File: src/rtl/sli_pkg.sv
// Package for the sorted list store: sizes, codes and the cell link type.
`default_nettype none
package sli_pkg;

   // Number of entries the store can hold
   localparam int unsigned CAPACITY = 16;
   // Entry width and count width (count must hold CAPACITY itself)
   localparam int unsigned ENTRY_W  = 32;
   localparam int unsigned COUNT_W  = $clog2(CAPACITY + 1);
   // Width of the entry count field on the response channel
   localparam int unsigned RSP_COUNT_W = 5;

   // Request command codes
   typedef enum logic [0:0] {
      CMD_INSERT = 1'b0,
      CMD_DELETE = 1'b1
   } sli_cmd_type;

   // Response status codes
   typedef enum logic [1:0] {
      STATUS_DONE    = 2'd0,
      STATUS_MISSING = 2'd1,
      STATUS_FULL    = 2'd2
   } sli_status_type;

   // Compare results handed from one cell to the next one up the chain
   typedef struct packed {
      logic less;   // this cell holds a valid entry below the request value
      logic found;  // a valid entry equal to the value sits here or lower down
   } sli_link_type;

   // Per-request control broadcast to every cell
   typedef struct packed {
      logic do_insert;  // shift up and drop the value in its slot
      logic do_delete;  // close the gap over the first equal entry
   } sli_ctrl_type;

endpackage : sli_pkg
`default_nettype wire

File: src/rtl/sorted_list_insert_delete.sv
// Top level of the sorted list store: request decode, cell chain and response register.
`default_nettype none
// Sorted store of up to CAPACITY (16) signed 32-bit values kept in ascending order in a
// chain of cells. A request either inserts a value (ahead of any equal entries) or deletes
// the first entry equal to the key; each request gives exactly one response with a status
// (done, key not found, store full) and the entry count afterwards. Every cell compares
// its entry with the request value in the same cycle and shifts by one place, so a request
// is taken every cycle unless the response is held; it is answered in the cycle after
// acceptance. The cycle is set by the 32-bit compare in each cell and the ripple of the
// match flag. The response register frees the request side once its response is taken.
module sorted_list_insert_delete (
   input  wire logic        clock,
   input  wire logic        reset,
   input  wire logic        req_tvalid,
   output logic             req_tready,
   input  wire logic [31:0] req_tdata,    // [31:0] value
   input  wire logic [0:0]  req_tuser,    // [0] command
   output logic             rsp_tvalid,
   input  wire logic        rsp_tready,
   output logic [7:0]       rsp_tdata,    // [4:0] entry_count, [7:5] zero
   output logic [1:0]       rsp_tuser     // [1:0] status
);
   import sli_pkg::*;

   logic                      req_fire;
   logic signed [ENTRY_W-1:0] value;
   sli_cmd_type               cmd;
   logic                      full;
   logic                      found;
   sli_ctrl_type              ctrl;
   sli_status_type            status;

   logic [COUNT_W-1:0]        count_ff;
   logic [COUNT_W-1:0]        count_in;
   logic                      rsp_valid_ff;
   logic                      rsp_valid_in;
   sli_status_type            rsp_status_ff;
   logic [RSP_COUNT_W-1:0]    rsp_count_ff;

   sli_link_type              link   [CAPACITY+1];
   logic signed [ENTRY_W-1:0] entries[CAPACITY];

   // Request decode
   assign req_tready = !rsp_valid_ff || rsp_tready;
   assign req_fire   = req_tvalid && req_tready;
   assign value      = $signed(req_tdata);
   assign cmd        = sli_cmd_type'(req_tuser[0]);
   assign full       = (count_ff == COUNT_W'(CAPACITY));
   assign found      = link[CAPACITY].found;

   assign ctrl.do_insert = req_fire && (cmd == CMD_INSERT) && !full;
   assign ctrl.do_delete = req_fire && (cmd == CMD_DELETE) && found;

   // The bottom of the chain counts as below the request value and sees no match
   assign link[0].less  = 1'b1;
   assign link[0].found = 1'b0;

   // Cell chain
   for (genvar i = 0; i < CAPACITY; i++) begin : g_cell
      logic signed [ENTRY_W-1:0] entry_lo;
      logic signed [ENTRY_W-1:0] entry_hi;
      if (i == 0) begin : g_bottom
         assign entry_lo = value;
      end else begin : g_lower
         assign entry_lo = entries[i-1];
      end
      if (i == CAPACITY - 1) begin : g_top
         assign entry_hi = entries[i];
      end else begin : g_upper
         assign entry_hi = entries[i+1];
      end
      sli_cell u_cell (
         .clock    (clock),
         .valid    (count_ff > COUNT_W'(i)),
         .value    (value),
         .ctrl     (ctrl),
         .link_lo  (link[i]),
         .entry_lo (entry_lo),
         .entry_hi (entry_hi),
         .link_hi  (link[i+1]),
         .entry    (entries[i])
      );
   end

   // Status and new count
   always_comb begin
      status   = STATUS_DONE;
      count_in = count_ff;
      case (cmd)
         CMD_INSERT: begin
            if (full) status = STATUS_FULL;
            else      count_in = count_ff + 1'b1;
         end
         default: begin
            if (!found) status = STATUS_MISSING;
            else        count_in = count_ff - 1'b1;
         end
      endcase
   end

   assign rsp_valid_in = req_fire || (rsp_valid_ff && !rsp_tready);

   // Control state
   always_ff @(posedge clock) begin
      if (reset) begin
         count_ff     <= '0;
         rsp_valid_ff <= 1'b0;
      end else begin
         rsp_valid_ff <= rsp_valid_in;
         if (req_fire) count_ff <= count_in;
      end
   end

   // Response payload
   always_ff @(posedge clock) begin
      if (req_fire) begin
         rsp_status_ff <= status;
         rsp_count_ff  <= RSP_COUNT_W'(count_in);
      end
   end

   assign rsp_tvalid = rsp_valid_ff;
   assign rsp_tdata  = {3'b000, rsp_count_ff};
   assign rsp_tuser  = rsp_status_ff;

   // Checks
   a_count_bound: assert property (@(posedge clock) disable iff (reset)
      count_ff <= COUNT_W'(CAPACITY))
      else $error("entry count above capacity");

   a_full_status: assert property (@(posedge clock) disable iff (reset)
      req_fire && (cmd == CMD_INSERT) && full |=> rsp_tuser == STATUS_FULL)
      else $error("insert into full store not refused");

   a_insert_count: assert property (@(posedge clock) disable iff (reset)
      ctrl.do_insert |=> count_ff == $past(count_ff) + 1'b1)
      else $error("insert did not grow the count");

   a_delete_count: assert property (@(posedge clock) disable iff (reset)
      ctrl.do_delete |=> count_ff == $past(count_ff) - 1'b1)
      else $error("delete did not shrink the count");

   a_missing_count: assert property (@(posedge clock) disable iff (reset)
      req_fire && (cmd == CMD_DELETE) && !found |=> $stable(count_ff))
      else $error("failed delete changed the count");

endmodule : sorted_list_insert_delete
`default_nettype wire

File: src/rtl/sli_cell.sv
// One slot of the sorted store: holds an entry, compares it and shifts.
`default_nettype none
module sli_cell (
   input  wire logic                                   clock,
   input  wire logic                                   valid,       // slot below count
   input  wire logic signed [sli_pkg::ENTRY_W-1:0]     value,       // request value
   input  wire sli_pkg::sli_ctrl_type                  ctrl,
   input  wire sli_pkg::sli_link_type                  link_lo,     // from the cell below
   input  wire logic signed [sli_pkg::ENTRY_W-1:0]     entry_lo,    // entry of the cell below
   input  wire logic signed [sli_pkg::ENTRY_W-1:0]     entry_hi,    // entry of the cell above
   output sli_pkg::sli_link_type                       link_hi,     // to the cell above
   output logic signed [sli_pkg::ENTRY_W-1:0]          entry
);
   import sli_pkg::*;

   logic signed [ENTRY_W-1:0] entry_ff;
   logic signed [ENTRY_W-1:0] entry_in;
   logic                      less;
   logic                      equal;

   // Local compare against the request value
   assign less  = valid && (entry_ff < value);
   assign equal = valid && (entry_ff == value);

   assign link_hi.less  = less;
   assign link_hi.found = link_lo.found | equal;
   assign entry         = entry_ff;

   // Next entry: keep, take the new value, take from below or from above
   always_comb begin
      entry_in = entry_ff;
      if (ctrl.do_insert && !less) begin
         entry_in = link_lo.less ? value : entry_lo;
      end else if (ctrl.do_delete && link_hi.found) begin
         entry_in = entry_hi;
      end
   end

   always_ff @(posedge clock) begin
      entry_ff <= entry_in;
   end

endmodule : sli_cell
`default_nettype wire
File: config.mk
export PLATFORM = sky130hd
export DESIGN_NAME = sorted_list_insert_delete
export DESIGN_NICKNAME = d
export VERILOG_FILES = /design/src/rtl/sli_pkg.sv /design/src/rtl/sorted_list_insert_delete.sv /design/src/rtl/sli_cell.sv
export SDC_FILE = /design/constraint.sdc
export NUM_CORES = 2
export LEC_CHECK = 0
export ABC_AREA = 1
export BUFFER_PORTS_ARGS = -buffer_cell sky130_fd_sc_hd__buf_2
export CORE_UTILIZATION = 65
export DETAILED_ROUTE_END_ITERATION = 6
export PLACE_DENSITY = 0.81
export SLEW_MARGIN = 20
export SYNTH_ARGS = -nofsm -noshare
export SYNTH_HDL_FRONTEND = slang
export SYNTH_HIERARCHICAL = 1
export SYNTH_SLANG_ARGS = --single-unit
File: constraint.sdc
create_clock -name clock -period 8.21 [get_ports clock]
set_input_delay 0.821 -clock clock [delete_from_list [all_inputs] [get_ports clock]]
set_output_delay 0.821 -clock clock [all_outputs]
set_load 0.02 [all_outputs]
==> qor.yml <==
setup_path:
  cpMostUsedCell: "a31o_2"
  crit_path_end_kind: "flip-flop"
  worst-setup-path-type: "input port to flip-flop"
  cpPeakStageDelay_ns: 0.49
  rr_worst_depth: 26
  cp_max_fo: 32
  required_ns: 8.56
  arrival_ns: 6.85
  crit_path_top_delay_cell: "buf_2"
  start_kind: "input port"
cells_and_area:
  final_cells: 6663
  fin_area_mm2: 0.0460
  fill_cells: 5392
  drive_gt1_frac: 0.0538
  syn_to_final_growth_pct: 5.96
  nNetsFinal: 6299
power_and_ir_drop:
  peakVddDrop_v: 0.000195
  p_per_area_mw_per_mm2: 203
  pwr-share-comb: 0.271
  clockPowerShare: 0.348
  swShare: 0.341
  seqPwrFrac: 0.381
  power_uw: 9330
  switching_power_uw: 3180
  p_leak_uw: 0.0235
  p_int_uw: 6150
floorplan:
  start_util: 0.658
  die_w_um: 261
  coreArea_mm2: 0.0660
  io_pins: 49
  die_area_mm2: 0.0679
  rows: 94
  die_h_um: 261
global_routing:
  grt.overflow.total: 0
  grt_pass1_wl_um: 204000
  grt_pass1_vias: 37600
  antenna_found_initial: 3
  grt_max_degree: 171
  grt_usage: 0.384
detailed_routing:
  drt-initial-drc-count: 5021
  post_drt_wl_per_cell_um: 19.7
  drc: 10
  dr.pass1.iters: 7
  postRouteAntennaNets: 0
  vias: 40100
  viasPerCell: 6.01
  wl_um: 131000
placement:
  post-place-ws_ns: 1.27
  gp_congestion: 0.959
  place_area_mm2: 0.0437
  dp_hpwl_um: 93600
  post-place-cells: 6545
  port_buffers: 45
synthesis:
  synth.avg_cell_area_um2: 7.41
  yosysWarningCount: 6
  netlist_instances: 5859
  syn-cell-area_mm2: 0.0434
cts:
  path_clk_slew_ns: 0.06
  cts.sinks: 525
  hold_buffers: 0
  cts.htree.levels: 2
  clkLatencyLatePin_ns: 0.66
  cts_tree: "yes"
  numCtsBuffers: 61
  cts-root-buf: "clkbuf_16"
  cts-resized-gates: 0
  post_cts_buffers: 0
  clockBufferDepth: 3
timing:
  slew_headroom: 0.168
  period_needed_ns: 6.50
  finalClockSkew_ns: 0.0234
  layout_setup_ws_ns: 1.71
  final-setup-viol-count: 0
  rsz0062_at_grt: "false"
  worst_pin_slew_ns: 1.24
  period_share: 0.791
  finalHoldViolCount: 0
  finalMaxSlewViolations: 0
  fmax_mhz: 154
  setup-tns-final_ns: 0
run_status:
  run_status: "finished with violations"
  violations: "design-rule violations"
hold_path:
  hold-path-cell-count: 3
  hp-class: "input port to flip-flop"
run:
  cap_violations: 0
## final timing paths
check	startpoint	to	slack (ns)
min reg2reg	rsp_tvalid	rsp_tvalid	0.51
min	req_tvalid	rsp_tvalid	0.42
max	req_tdata[30]	g_cell[12].u_cell/entry[15]	1.71
max reg2reg	count_ff[3]	g_cell[12].u_cell/entry[15]	1.84
## through the flow
stage / hold WS (ns) / utilization
after detailed placement: 0.504 / 0.662
after floorplan: 0.532 / -
after global routing: 0.414 / 0.698
after CTS: 0.387 / 0.698
after global placement: 0.489 / 0.662
final: 0.422 / 0.698
## power groups by stage
stage	combinational, uW	clock [uW]	sequential, uW
final	2530	3250	3550
after global routing	2830	3350	3570
after CTS	2470	3270	3540
after detailed placement	2440	0	3590
after global placement	2370	0	3590
after floorplan	1890	0	3490
## critical path, delay by kind of cell
kind                       cells  cell delay (ns)
AOI/OAI and AO/OA             16             3.78
adders and majority gates      1             0.32
buffers and inverters          4             1.19
and+or+nand+nor                8             0.70
## cell usage in the layout (no fill, tap or decap), types with 17 or more instances in the layout
master	instances
o21a_1	32
buf_4	64
clkinv_1	20
nand2_4	17
o21ai_0	37
clkinv_2	19
nand2_1	1659
nor2_1	635
clkbuf_16	63
edfxtp_1	519
buf_2	45
bufinv_16	20
inv_1	690
a21oi_1	726
nor2_2	18
nand3_1	561
ha_1	518
nand4_1	50
## registers in the layout, summed over array words and instances, names as in the netlist
| register | flops |
|---|---|
| count_ff | 5 |
| rsp_count_ff | 5 |
| g_cell.u_cell/entry | 512 |
| rsp_tuser | 2 |
| rsp_tvalid | 1 |
## area by class of cell
type / instances / area (um^2) / area share
Multi-Input combinational cell: 4337 / 23400 / 0.509
Inverter: 707 / 2660 / 0.0577
Sequential cell: 525 / 15700 / 0.341
Antenna cell: 2 / 5.00 / 0.000109
Tap cell: 864 / 1080 / 0.0235
Clock inverter: 46 / 731 / 0.0159
Timing Repair Buffer: 112 / 766 / 0.0166
Clock buffer: 70 / 1640 / 0.0357
## metal layers
| metal | routed length [um] | global-route usage | share of wire | vias to the layer above |
|---|---|---|---|---|
| li1 | - | - | - | 19100 |
| met1 | 52200 | 0.526 | 0.40 | 18200 |
| met2 | 56900 | 0.592 | 0.43 | 2356 |
| met3 | 14900 | 0.0561 | 0.11 | 393 |
| met4 | 7190 | 0.196 | 0.055 | 0 |
| met5 | 0 | 0 | 0 | - |
Power figures use the tool's default switching activity.
